## config.mk

```make
export PLATFORM = sky130hd
export DESIGN_NAME = c8_ram
export DESIGN_NICKNAME = d
export VERILOG_FILES = /design/src/hdl/c8_ram.sv
export SDC_FILE = /design/constraint.sdc
export NUM_CORES = 1
export LEC_CHECK = 0
export ABC_CLOCK_PERIOD_IN_PS = 1800
export BUFFER_PORTS_ARGS = -buffer_cell sky130_fd_sc_hd__buf_4
export CORE_UTILIZATION = 23
export DETAILED_ROUTE_END_ITERATION = 16
export PLACE_DENSITY = 0.45
export SYNTH_ARGS = -nofsm -noshare
export SYNTH_HDL_FRONTEND = slang
export SYNTH_SLANG_ARGS = --single-unit
```

## constraint.sdc

```tcl
create_clock -name clk_i -period 1.8 [get_ports clk_i]
set_input_delay 0.18 -clock clk_i [delete_from_list [all_inputs] [get_ports clk_i]]
set_output_delay 0.18 -clock clk_i [all_outputs]
set_load 0.05 [all_outputs]
```

## src/hdl/c8_ram.sv

```systemverilog
// ----------------------------------------------------------------------------
// Generic RAM
// Single write port, single registered read port.
// ----------------------------------------------------------------------------
module c8_ram #(
  parameter int Width = 8,
  parameter int Depth = 16
) (
  input  logic                     clk_i,
  input  logic                     we_i,
  input  logic [$clog2(Depth)-1:0] waddr_i,
  input  logic [Width-1:0]         wdata_i,
  input  logic [$clog2(Depth)-1:0] raddr_i,
  output logic [Width-1:0]         rdata_o
);
  logic [Width-1:0] mem_q [Depth];

  always_ff @(posedge clk_i) begin
    if (we_i) begin
      mem_q[waddr_i] <= wdata_i;
    end
    rdata_o <= mem_q[raddr_i];
  end
endmodule

```

==> report_table.html, run 1 <==
<table>
<tr><th>Metric</th><th>Value</th></tr>
<tr><th colspan="2">CTS</th></tr>
<tr><td>Worst-path clk slew</td><td>0.06 ns</td></tr>
<tr><td>Num CTS Buffers</td><td>17</td></tr>
<tr><td>Hold-fix buffer count after cts</td><td>0</td></tr>
<tr><td>CTS resizes</td><td>0</td></tr>
<tr><td>Maximum buffer depth of the clock tree</td><td>2</td></tr>
<tr><td>CTS tree</td><td>built</td></tr>
<tr><td>CTS root buf</td><td>sky130_fd_sc_hd__clkbuf_16</td></tr>
<tr><td>CTS H-tree depth</td><td>4</td></tr>
<tr><td>Post-CTS setup repair buffer count</td><td>0</td></tr>
<tr><td>TritonCTS sink count</td><td>136</td></tr>
<tr><td>Clock insertion delay at the later pin of the skew report</td><td>0.41 ns</td></tr>
<tr><th colspan="2">Yosys</th></tr>
<tr><td>Top cells by area in the synthesized netlist</td><td>sky130_fd_sc_hd__edfxtp_1, sky130_fd_sc_hd__mux4_2, sky130_fd_sc_hd__mux4_1</td></tr>
<tr><td>Synthesized area</td><td>0.00515 mm^2</td></tr>
<tr><td>Sequential cell area fraction in the yosys report</td><td>77.8%</td></tr>
<tr><td>Fraction of post-synthesis cell area in the top cell type by area</td><td>74.7%</td></tr>
<tr><td>Synthesized area divided by synthesized cell count</td><td>22.5 um^2</td></tr>
<tr><td>Area leader, netlist</td><td>sky130_fd_sc_hd__edfxtp_1</td></tr>
<tr><td>Post-synthesis register bit count</td><td>136</td></tr>
<tr><td>Number of warnings printed during yosys synthesis</td><td>0</td></tr>
<tr><td>Distinct cell type count of the synthesized netlist</td><td>19</td></tr>
<tr><td>Post-synthesis net count</td><td>247</td></tr>
<tr><td>Synthesized instance count</td><td>229</td></tr>
<tr><th colspan="2">Cells and area</th></tr>
<tr><td>Commonest cells after routing, fill and taps aside</td><td>sky130_fd_sc_hd__edfxtp_1, sky130_fd_sc_hd__buf_4, sky130_fd_sc_hd__mux4_2, sky130_fd_sc_hd__clkbuf_16, sky130_fd_sc_hd__a22oi_1</td></tr>
<tr><td>Diodes inserted</td><td>0</td></tr>
<tr><td>FF+latch area</td><td>0.00400 mm^2</td></tr>
<tr><td>Leading cell type in the layout, fill and taps excluded</td><td>sky130_fd_sc_hd__edfxtp_1</td></tr>
<tr><td>Area occupied by multi-input gates</td><td>0.00106 mm^2</td></tr>
<tr><td>Fill cell instance count of the final layout</td><td>2184</td></tr>
<tr><td>Fraction of layout cells with a size suffix above 1</td><td>32.6%</td></tr>
<tr><td>Area growth, synth to finish</td><td>24.4%</td></tr>
<tr><td>Nets</td><td>306</td></tr>
<tr><th colspan="2">Place</th></tr>
<tr><td>Worst setup slack after placement</td><td>0.255 ns</td></tr>
<tr><td>Post-detail-place hpwl</td><td>7.26 mm</td></tr>
<tr><td>Count of input and output buffers</td><td>25</td></tr>
<tr><td>Weighted congestion at the end of routability-driven global placement</td><td>0.649</td></tr>
<tr><th colspan="2">Timing</th></tr>
<tr><td>Final setup violating endpoints</td><td>0</td></tr>
<tr><td>Slew of the pin with the lowest slew margin</td><td>0.493 ns</td></tr>
<tr><td>Max-slew headroom at the worst pin</td><td>67.1%</td></tr>
<tr><td>Final number of max-transition violations</td><td>0</td></tr>
<tr><td>Count of endpoints failing hold in the final timing report</td><td>0</td></tr>
<tr><td>Setup repair after global routing missed its margin</td><td>false</td></tr>
<tr><td>Final-layout setup total negative slack</td><td>0 ns</td></tr>
<tr><td>Worst setup slack after layout</td><td>0.477 ns</td></tr>
<tr><td>Final Critical Period</td><td>1.32 ns</td></tr>
<tr><td>Highest clock rate</td><td>756 MHz</td></tr>
<tr><td>Clock skew after layout</td><td>0.00775 ns</td></tr>
<tr><td>Final critical-path share of the clock period</td><td>73.5%</td></tr>
<tr><th colspan="2">Pwr</th></tr>
<tr><td>Net Sw Frac</td><td>20.2%</td></tr>
<tr><td>Register share of total power</td><td>48.9%</td></tr>
<tr><td>Worst supply voltage drop on vdd</td><td>522 uV</td></tr>
<tr><td>Total Power</td><td>7.30 mW</td></tr>
<tr><td>Static Leakage</td><td>2.15 nW</td></tr>
<tr><td>Proportion of power drawn by combinational gates</td><td>5.9%</td></tr>
<tr><td>Internal</td><td>5.83 mW</td></tr>
<tr><td>Share of power burned in the clock network</td><td>45.2%</td></tr>
<tr><td>Power Density</td><td>1140 mW/mm^2</td></tr>
<tr><td>Switching power</td><td>1.47 mW</td></tr>
<tr><th colspan="2">Setup path</th></tr>
<tr><td>Data arrival time at the worst-slack endpoint</td><td>1.61 ns</td></tr>
<tr><td>Worst r2r path cells</td><td>3</td></tr>
<tr><td>CP startpoint kind</td><td>flop</td></tr>
<tr><td>Required time of the critical path</td><td>2.08 ns</td></tr>
<tr><td>Reg-to-reg setup timing slack</td><td>0.48 ns</td></tr>
<tr><td>Endpoint of the lowest-slack register-to-register path</td><td>rdata_o[1]</td></tr>
<tr><td>Setup Crit Path Kind</td><td>reg2reg</td></tr>
<tr><td>Start of the worst register-to-register path</td><td>mem_q[10][1]</td></tr>
<tr><td>Crit. Startpoint</td><td>mem_q[10][1]</td></tr>
<tr><td>Maximum fanout along the worst path</td><td>1</td></tr>
<tr><td>Endpoint kind of the worst setup timing path</td><td>flop</td></tr>
<tr><th colspan="2">Floorplanning</th></tr>
<tr><td>Die boundary width</td><td>152 um</td></tr>
<tr><td>Die area</td><td>0.0230 mm^2</td></tr>
<tr><td>Row Count</td><td>54</td></tr>
<tr><td>Die Y</td><td>152 um</td></tr>
<tr><td>Initial core utilization</td><td>23.5%</td></tr>
<tr><td>Core area</td><td>0.0219 mm^2</td></tr>
<tr><td>Io pins</td><td>26</td></tr>
<tr><th colspan="2">GRT</th></tr>
<tr><td>Number of antenna violations at the first check in global routing</td><td>0</td></tr>
<tr><td>Global-route wire length before repair</td><td>16.3 mm</td></tr>
<tr><td>Total global routing overflow</td><td>0</td></tr>
<tr><td>Largest net degree at the start of global routing</td><td>18</td></tr>
<tr><td>Aggregate global-route resource usage</td><td>10.4%</td></tr>
<tr><td>Vias in the first global route</td><td>2630</td></tr>
<tr><th colspan="2">Drt</th></tr>
<tr><td>Detail-routed net length per standard cell</td><td>18.6 um</td></tr>
<tr><td># DRC</td><td>0</td></tr>
<tr><td>Total iterations of the first detailed-routing run</td><td>4</td></tr>
<tr><td>Drt via density</td><td>4.15</td></tr>
<tr><td>DRT antenna net count</td><td>0</td></tr>
<tr><td>Initial drt markers</td><td>111</td></tr>
<tr><td>Via count</td><td>2411</td></tr>
<tr><td>Final routed wirelength across all metal layers</td><td>10.8 mm</td></tr>
<tr><th colspan="2">Status</th></tr>
<tr><td>Run status</td><td>finished, final reports clean</td></tr>
<tr><th colspan="2">Min path</th></tr>
<tr><td>Class of the tightest hold or removal check</td><td>in2reg</td></tr>
<tr><td>Worst Hold Depth</td><td>1</td></tr>
<tr><td>Worst hold path startpoint</td><td>wdata_i[3]</td></tr>
<tr><td>End of the worst hold path</td><td>mem_q[7][3]</td></tr>
<tr><th colspan="2">Flow run</th></tr>
<tr><td>Number of max-cap violations</td><td>0</td></tr>
</table>
==> synthesized netlist by cell type <==
| cell type | instances |
|---|---|
| sky130_fd_sc_hd__dfxtp_1 | 8 |
| sky130_fd_sc_hd__and2_1 | 1 |
| sky130_fd_sc_hd__nor2_1 | 13 |
| sky130_fd_sc_hd__mux4_2 | 18 |
| sky130_fd_sc_hd__nand3_1 | 1 |
| sky130_fd_sc_hd__nand2_1 | 9 |
| sky130_fd_sc_hd__edfxtp_1 | 128 |
| sky130_fd_sc_hd__nor3_1 | 4 |
| sky130_fd_sc_hd__and2b_1 | 1 |
| sky130_fd_sc_hd__buf_2 | 3 |
| sky130_fd_sc_hd__nand2b_1 | 2 |
| sky130_fd_sc_hd__buf_4 | 1 |
| sky130_fd_sc_hd__clkdlybuf4s25_2 | 3 |
| sky130_fd_sc_hd__nand3b_1 | 2 |
| sky130_fd_sc_hd__or3b_2 | 1 |
| sky130_fd_sc_hd__buf_6 | 3 |
| sky130_fd_sc_hd__mux4_1 | 14 |
| sky130_fd_sc_hd__nor2b_1 | 1 |
| sky130_fd_sc_hd__a22oi_1 | 16 |
==> power groups by stage <==
stage | Sequential [mW] | Clock (mW) | Combinational [mW]
after floorplan | 3.70 | 0 | 0.180
after global routing | 3.58 | 3.50 | 0.469
after CTS | 3.57 | 3.37 | 0.446
after detailed placement | 3.64 | 0 | 0.446
after global placement | 3.63 | 0 | 0.440
final | 3.57 | 3.30 | 0.432
==> metrics by stage <==
stage / hold slack [ns] / cells / util [%] / cell area (um^2)
2_1_floorplan: 0.279 / 229 / - / 5150
3_3_place_gp: 0.489 / 549 / 26.6 / 5820
3_5_place_dp: 0.507 / 549 / 26.6 / 5820
4_1_cts: 0.0766 / 581 / 29.3 / 6400
5_1_grt: 0.0782 / 581 / 29.3 / 6400
6_report: 0.0813 / 581 / 29.3 / 6400
==> state kept, by name (all words and copies together), names as in the netlist <==
register	flops
rdata_o	8
mem_q	128
==> worst max-delay path by stage <==
| stage | depth (start not counted) | slack (ns) | end |
|---|---|---|---|
| after global placement | 5 | 0.25 | rdata_o[1] |
| after floorplan | 2 | 0.13 | mem_q[0][0] |
| after detailed placement | 5 | 0.26 | rdata_o[1] |
| after global routing | 3 | 0.38 | rdata_o[1] |
| final | 3 | 0.48 | rdata_o[1] |
| after CTS | 3 | 0.44 | rdata_o[1] |
==> layout make-up <==
class,count,area share (%)
clock buffers,25,8.05
clock inverters,7,1.02
repair buffers,50,6.45
flip-flops and latches,136,62.5
multi-input cells,83,16.5
well taps,280,5.47
==> critical path, cell delays in order, from the launching register on <==
cell and delay, ns:
sky130_fd_sc_hd__edfxtp_1 0.37, sky130_fd_sc_hd__mux4_1 0.50, sky130_fd_sc_hd__a22oi_1 0.24, sky130_fd_sc_hd__nand2_1 0.10
==> cells by family (layout without fill, tap and decap cells) <==
group | count (synthesis) | after routing | share of synthesized area [%]
mux | 32 | 32 | 15.0
compound gates | 16 | 16 | 2.33
flops | 136 | 136 | 77.8
buf+inv | 10 | 82 | 1.68
simple gates | 35 | 35 | 3.18
==> metal layers <==
| layer | routed length (um) | vias to the layer above | part of all wire (%) | track usage (%) |
|---|---|---|---|---|
| met4 | 95 | 0 | 0.88 | 3.27 |
| met1 | 4990 | 1270 | 46 | 13.3 |
| li1 | - | 1090 | - | - |
| met3 | 467 | 11 | 4.3 | 3.59 |
| met5 | 0 | - | 0 | 0 |
| met2 | 5250 | 40 | 49 | 16.4 |
(Power assumes the default switching activity.)
==> run 2: changes to the inputs <==
Settings changed: ABC_AREA set to 1, ABC_CLOCK_PERIOD_IN_PS 1800 to 1100, PLACE_DENSITY 0.45 to 0.46.
Clock period 1.8 ns to 1.1 ns, I/O delays scaled along.
==> run 2 against run 1 <==
- routed wire length grew 31%
- clock power up 69%
- via count increased by 51%
- utilization decreased by 0.22 points
- critical path type is now reg2out
- critical endpoint is now rdata_o[7]
- largest cell class unchanged
- largest power group unchanged
==> report_table.html, run 2 <==
<table>
<tr><th>Metric</th><th>Value</th></tr>
<tr><th colspan="2">GRT</th></tr>
<tr><td>Aggregate global-route resource usage</td><td>11.7% (+1.3 points)</td></tr>
<tr><td>Total global routing overflow</td><td>0 (unchanged)</td></tr>
<tr><td>Vias in the first global route</td><td>3443 (+31%)</td></tr>
<tr><td>Largest net degree at the start of global routing</td><td>62 (+44)</td></tr>
<tr><td>Number of antenna violations at the first check in global routing</td><td>0 (unchanged)</td></tr>
<tr><td>Global-route wire length before repair</td><td>21.8 mm (+34%)</td></tr>
<tr><th colspan="2">Cells and area</th></tr>
<tr><td>Nets</td><td>618 (+100%)</td></tr>
<tr><td>Max FFs per register</td><td>128 (unchanged)</td></tr>
<tr><td>Fraction of layout cells with a size suffix above 1</td><td>14.4% (-18 points)</td></tr>
<tr><td>Leading cell type in the layout, fill and taps excluded</td><td>sky130_fd_sc_hd__nand2_1</td></tr>
<tr><td>Commonest cells after routing, fill and taps aside</td><td>sky130_fd_sc_hd__nand2_1, sky130_fd_sc_hd__edfxtp_1, sky130_fd_sc_hd__inv_1, sky130_fd_sc_hd__nand3_1, sky130_fd_sc_hd__buf_4</td></tr>
<tr><td>Diodes inserted</td><td>0 (unchanged)</td></tr>
<tr><td>Register name with the most flops</td><td>mem_q</td></tr>
<tr><td>Number of standard cells in the final layout excluding fillers</td><td>937 (+61%)</td></tr>
<tr><td>Top Registers</td><td>mem_q: 128 flops, rdata_o: 8 flops</td></tr>
<tr><td>Area growth, synth to finish</td><td>23.2%</td></tr>
<tr><td>Post-layout utilization of the core</td><td>29.0% (-0.22 points)</td></tr>
<tr><th colspan="2">CTS</th></tr>
<tr><td>Num CTS Buffers</td><td>17 (unchanged)</td></tr>
<tr><td>TritonCTS sink count</td><td>136 (unchanged)</td></tr>
<tr><td>CTS tree</td><td>built</td></tr>
<tr><td>CTS root buf</td><td>sky130_fd_sc_hd__clkbuf_16</td></tr>
<tr><td>Clock insertion delay at the later pin of the skew report</td><td>0.42 ns (about the same)</td></tr>
<tr><td>Worst-path clk slew</td><td>0.06 ns (about the same)</td></tr>
<tr><td>Post-CTS setup repair buffer count</td><td>0 (unchanged)</td></tr>
<tr><td>Maximum buffer depth of the clock tree</td><td>2 (unchanged)</td></tr>
<tr><td>CTS H-tree depth</td><td>4 (unchanged)</td></tr>
<tr><td>Hold-fix buffer count after cts</td><td>0 (unchanged)</td></tr>
<tr><th colspan="2">Timing</th></tr>
<tr><td>Clock skew after layout</td><td>0.00956 ns (+0.00180 ns)</td></tr>
<tr><td>Final setup violating endpoints</td><td>0 (unchanged)</td></tr>
<tr><td>Setup repair after global routing missed its margin</td><td>false</td></tr>
<tr><td>Worst setup slack after layout</td><td>0.0294 ns (-0.448 ns)</td></tr>
<tr><td>Max-slew headroom at the worst pin</td><td>78.9% (+12 points)</td></tr>
<tr><td>Final critical-path share of the clock period</td><td>97.3%</td></tr>
<tr><td>Final number of max-transition violations</td><td>0 (unchanged)</td></tr>
<tr><td>Highest clock rate</td><td>934 MHz</td></tr>
<tr><td>Final-layout worst hold slack</td><td>0.0412 ns (-0.0402 ns)</td></tr>
<tr><td>Count of endpoints failing hold in the final timing report</td><td>0 (unchanged)</td></tr>
<tr><td>Slew of the pin with the lowest slew margin</td><td>0.316 ns (-0.177 ns)</td></tr>
<tr><td>Final Critical Period</td><td>1.07 ns</td></tr>
<tr><th colspan="2">Yosys</th></tr>
<tr><td>Share of synthesized flip-flops with an asynchronous set or reset</td><td>0% (unchanged)</td></tr>
<tr><td>Cell with the most instances after synthesis</td><td>sky130_fd_sc_hd__nand2_1</td></tr>
<tr><td>Area leader, netlist</td><td>sky130_fd_sc_hd__edfxtp_1</td></tr>
<tr><td>EDFF count, synth</td><td>128 (unchanged)</td></tr>
<tr><td>Distinct cell type count of the synthesized netlist</td><td>12 (-7)</td></tr>
<tr><td>Post-synthesis register bit count</td><td>136 (unchanged)</td></tr>
<tr><td>Commonest cells post-synth</td><td>sky130_fd_sc_hd__nand2_1, sky130_fd_sc_hd__edfxtp_1, sky130_fd_sc_hd__inv_1, sky130_fd_sc_hd__nand3_1, sky130_fd_sc_hd__nor2_1</td></tr>
<tr><td>Top cells by area in the synthesized netlist</td><td>sky130_fd_sc_hd__edfxtp_1, sky130_fd_sc_hd__nand2_1, sky130_fd_sc_hd__nand3_1</td></tr>
<tr><td>Number of warnings printed during yosys synthesis</td><td>0 (unchanged)</td></tr>
<tr><td>Synthesized instance count</td><td>551 (+140%)</td></tr>
<tr><td>Synthesized area</td><td>0.00577 mm^2 (+12%)</td></tr>
<tr><td>Commonest register cell after synthesis</td><td>sky130_fd_sc_hd__edfxtp_1</td></tr>
<tr><td>Synthesized area divided by synthesized cell count</td><td>10.5 um^2 (-53%)</td></tr>
<tr><td>Fraction of post-synthesis cell area in the top cell type by area</td><td>66.7% (-8.0 points)</td></tr>
<tr><td>Post-synthesis net count</td><td>569 (+130%)</td></tr>
<tr><td>Sequential cell area fraction in the yosys report</td><td>69.4% (-8.4 points)</td></tr>
<tr><th colspan="2">Drt</th></tr>
<tr><td>Via count</td><td>3647 (+51%)</td></tr>
<tr><td>Total iterations of the first detailed-routing run</td><td>4 (unchanged)</td></tr>
<tr><td>Final routed wirelength across all metal layers</td><td>14.2 mm (+31%)</td></tr>
<tr><td>Drt via density</td><td>3.89 (-6.2%)</td></tr>
<tr><td>Initial drt markers</td><td>273 (+150%)</td></tr>
<tr><td>Detail-routed net length per standard cell</td><td>15.1 um (-19%)</td></tr>
<tr><td>DRT antenna net count</td><td>0 (unchanged)</td></tr>
<tr><td># DRC</td><td>0 (unchanged)</td></tr>
<tr><th colspan="2">Min path</th></tr>
<tr><td>Worst hold path startpoint</td><td>wdata_i[2]</td></tr>
<tr><td>Worst Hold Depth</td><td>1 (unchanged)</td></tr>
<tr><td>End of the worst hold path</td><td>mem_q[12][2]</td></tr>
<tr><td>Class of the tightest hold or removal check</td><td>in2reg</td></tr>
<tr><th colspan="2">Setup path</th></tr>
<tr><td>Maximum fanout along the worst path</td><td>1 (unchanged)</td></tr>
<tr><td>CP bufs+invs</td><td>1 (+1)</td></tr>
<tr><td>CP startpoint kind</td><td>flop</td></tr>
<tr><td>Data arrival time at the worst-slack endpoint</td><td>0.96 ns (-0.65 ns)</td></tr>
<tr><td>Start of the worst register-to-register path</td><td>mem_q[1][5]</td></tr>
<tr><td>Endpoint kind of the worst setup timing path</td><td>output port</td></tr>
<tr><td>Setup Crit Path Kind</td><td>reg2out</td></tr>
<tr><td>Required time of the critical path</td><td>0.99 ns (-1.09 ns)</td></tr>
<tr><td>Reg-to-reg setup timing slack</td><td>0.07 ns (-0.41 ns)</td></tr>
<tr><td>Worst r2r path cells</td><td>6 (+3)</td></tr>
<tr><td>Cell with the biggest individual delay on the critical path</td><td>sky130_fd_sc_hd__dfxtp_2</td></tr>
<tr><td>Endpoint of the lowest-slack register-to-register path</td><td>rdata_o[5]</td></tr>
<tr><td>Critical path's top delay family</td><td>flip-flops</td></tr>
<tr><td>Cell breakdown of the critical path</td><td>buf_6</td></tr>
<tr><td>Max stage delay on crit path</td><td>0.37 ns (-0.13 ns)</td></tr>
<tr><th colspan="2">Pwr</th></tr>
<tr><td>Worst supply voltage drop on vdd</td><td>1060 uV (+100%)</td></tr>
<tr><td>Static Leakage</td><td>3.01 nW (+40%)</td></tr>
<tr><td>Power Density</td><td>1740 mW/mm^2 (+53%)</td></tr>
<tr><th colspan="2">Floorplanning</th></tr>
<tr><td>Die boundary width</td><td>160 um (+5.8%)</td></tr>
<tr><td>Core area</td><td>0.0245 mm^2 (+12%)</td></tr>
<tr><td>Initial core utilization</td><td>23.6% (+0.060 points)</td></tr>
<tr><td>Row Count</td><td>57 (+5.6%)</td></tr>
<tr><td>Io pins</td><td>26 (unchanged)</td></tr>
<tr><td>Die Y</td><td>160 um (+5.8%)</td></tr>
<tr><td>Die area</td><td>0.0257 mm^2 (+12%)</td></tr>
<tr><th colspan="2">Place</th></tr>
<tr><td>Weighted congestion at the end of routability-driven global placement</td><td>0.736 (+13%)</td></tr>
<tr><td>Count of input and output buffers</td><td>25 (unchanged)</td></tr>
<tr><td>Post-placement cell count</td><td>905 (+65%)</td></tr>
<tr><td>Post-detail-place hpwl</td><td>8.78 mm (+21%)</td></tr>
<tr><td>Worst setup slack after placement</td><td>-0.203 ns (-0.458 ns)</td></tr>
<tr><th colspan="2">Status</th></tr>
<tr><td>Run status</td><td>finished, final reports clean</td></tr>
<tr><th colspan="2">Flow run</th></tr>
<tr><td>Number of max-cap violations</td><td>0 (unchanged)</td></tr>
</table>
==> run 2: cell count changes in the layout (fill, tap and decap cells not counted), moves of 6 or more <==
cell | previous run | this run
sky130_fd_sc_hd__a22oi_1 | 16 | 0
sky130_fd_sc_hd__clkbuf_8 | 6 | 0
sky130_fd_sc_hd__inv_1 | 0 | 100
sky130_fd_sc_hd__mux4_1 | 14 | 0
sky130_fd_sc_hd__mux4_2 | 18 | 0
sky130_fd_sc_hd__nand2_1 | 9 | 173
sky130_fd_sc_hd__nand3_1 | 1 | 94
==> run 2: through the flow <==
step | instance area [um^2] | power [mW] | setup TNS, ns
after floorplan | 5770 | 6.46 | 0
after detailed placement | 6500 | 6.89 | -1.90
after global routing | 7100 | 12.8 | 0
final | 7100 | 12.4 | 0
after global placement | 6500 | 6.89 | -1.89
after CTS | 7080 | 12.5 | 0
==> run 2: worst max path at each step <==
stage | startpoint | depth (start not counted) | slack, ns | end
finish | rdata_o[7] | 1 | 0.03 | rdata_o[7]
global route | rdata_o[6] | 1 | 0.003 | rdata_o[6]
CTS | rdata_o[5] | 1 | 0.003 | rdata_o[5]
detailed placement | raddr_i[0] | 8 | -0.20 | rdata_o[1]
global placement | raddr_i[0] | 8 | -0.21 | rdata_o[1]
floorplan | waddr_i[3] | 2 | 0.04 | mem_q[4][0]
==> run 2: cells by family (layout without fill, tap and decap cells) <==
group / count (synthesis) / count (layout) / synth area share [%]
DFF: 136 / 136 / 69.4
and+or+nand+nor: 289 / 289 / 21.0
buffers and inverters: 126 / 188 / 9.52
==> run 2: worst register-to-register path: cells and delay by family (launching register included) <==
family / cells / cell delay, ns
DFF: 1 / 0.35
buffers and inverters: 1 / 0.06
and+or+nand+nor: 5 / 0.50
==> run 2: layer usage <==
metal  global-route usage, %  vias up  routed length [um]
li1                        -     1870                   -
met1                    17.0     1686                7090
met2                    16.8       74                6270
met3                    2.58       17                 574
met5                       0        -                   0
met4                    4.59        0                 240
==> run 2: what timing repair did <==
item / 4_1_cts / 5_1_grt
hold endpoints to repair: 0 / 0
pin swaps: 0 / 0
resized for setup: 6 / 4
endpoints found under the setup margin: 3 / 3
==> run 2: where the power goes <==
part	internal [mW]	switching, mW
sequential	5.80	0.0468
clock	3.52	2.05
combinational	0.305	0.637
total	9.63	2.74
==> run 2: final cells by class <==
cell class / count / area (um^2)
Clock buffer: 21 / 440
Clock inverter: 11 / 130
Fill cell: 2557 / 17400
Inverter: 102 / 383
Multi-Input combinational cell: 289 / 1230
Sequential cell: 136 / 4010
Tap cell: 324 / 405
Timing Repair Buffer: 54 / 508
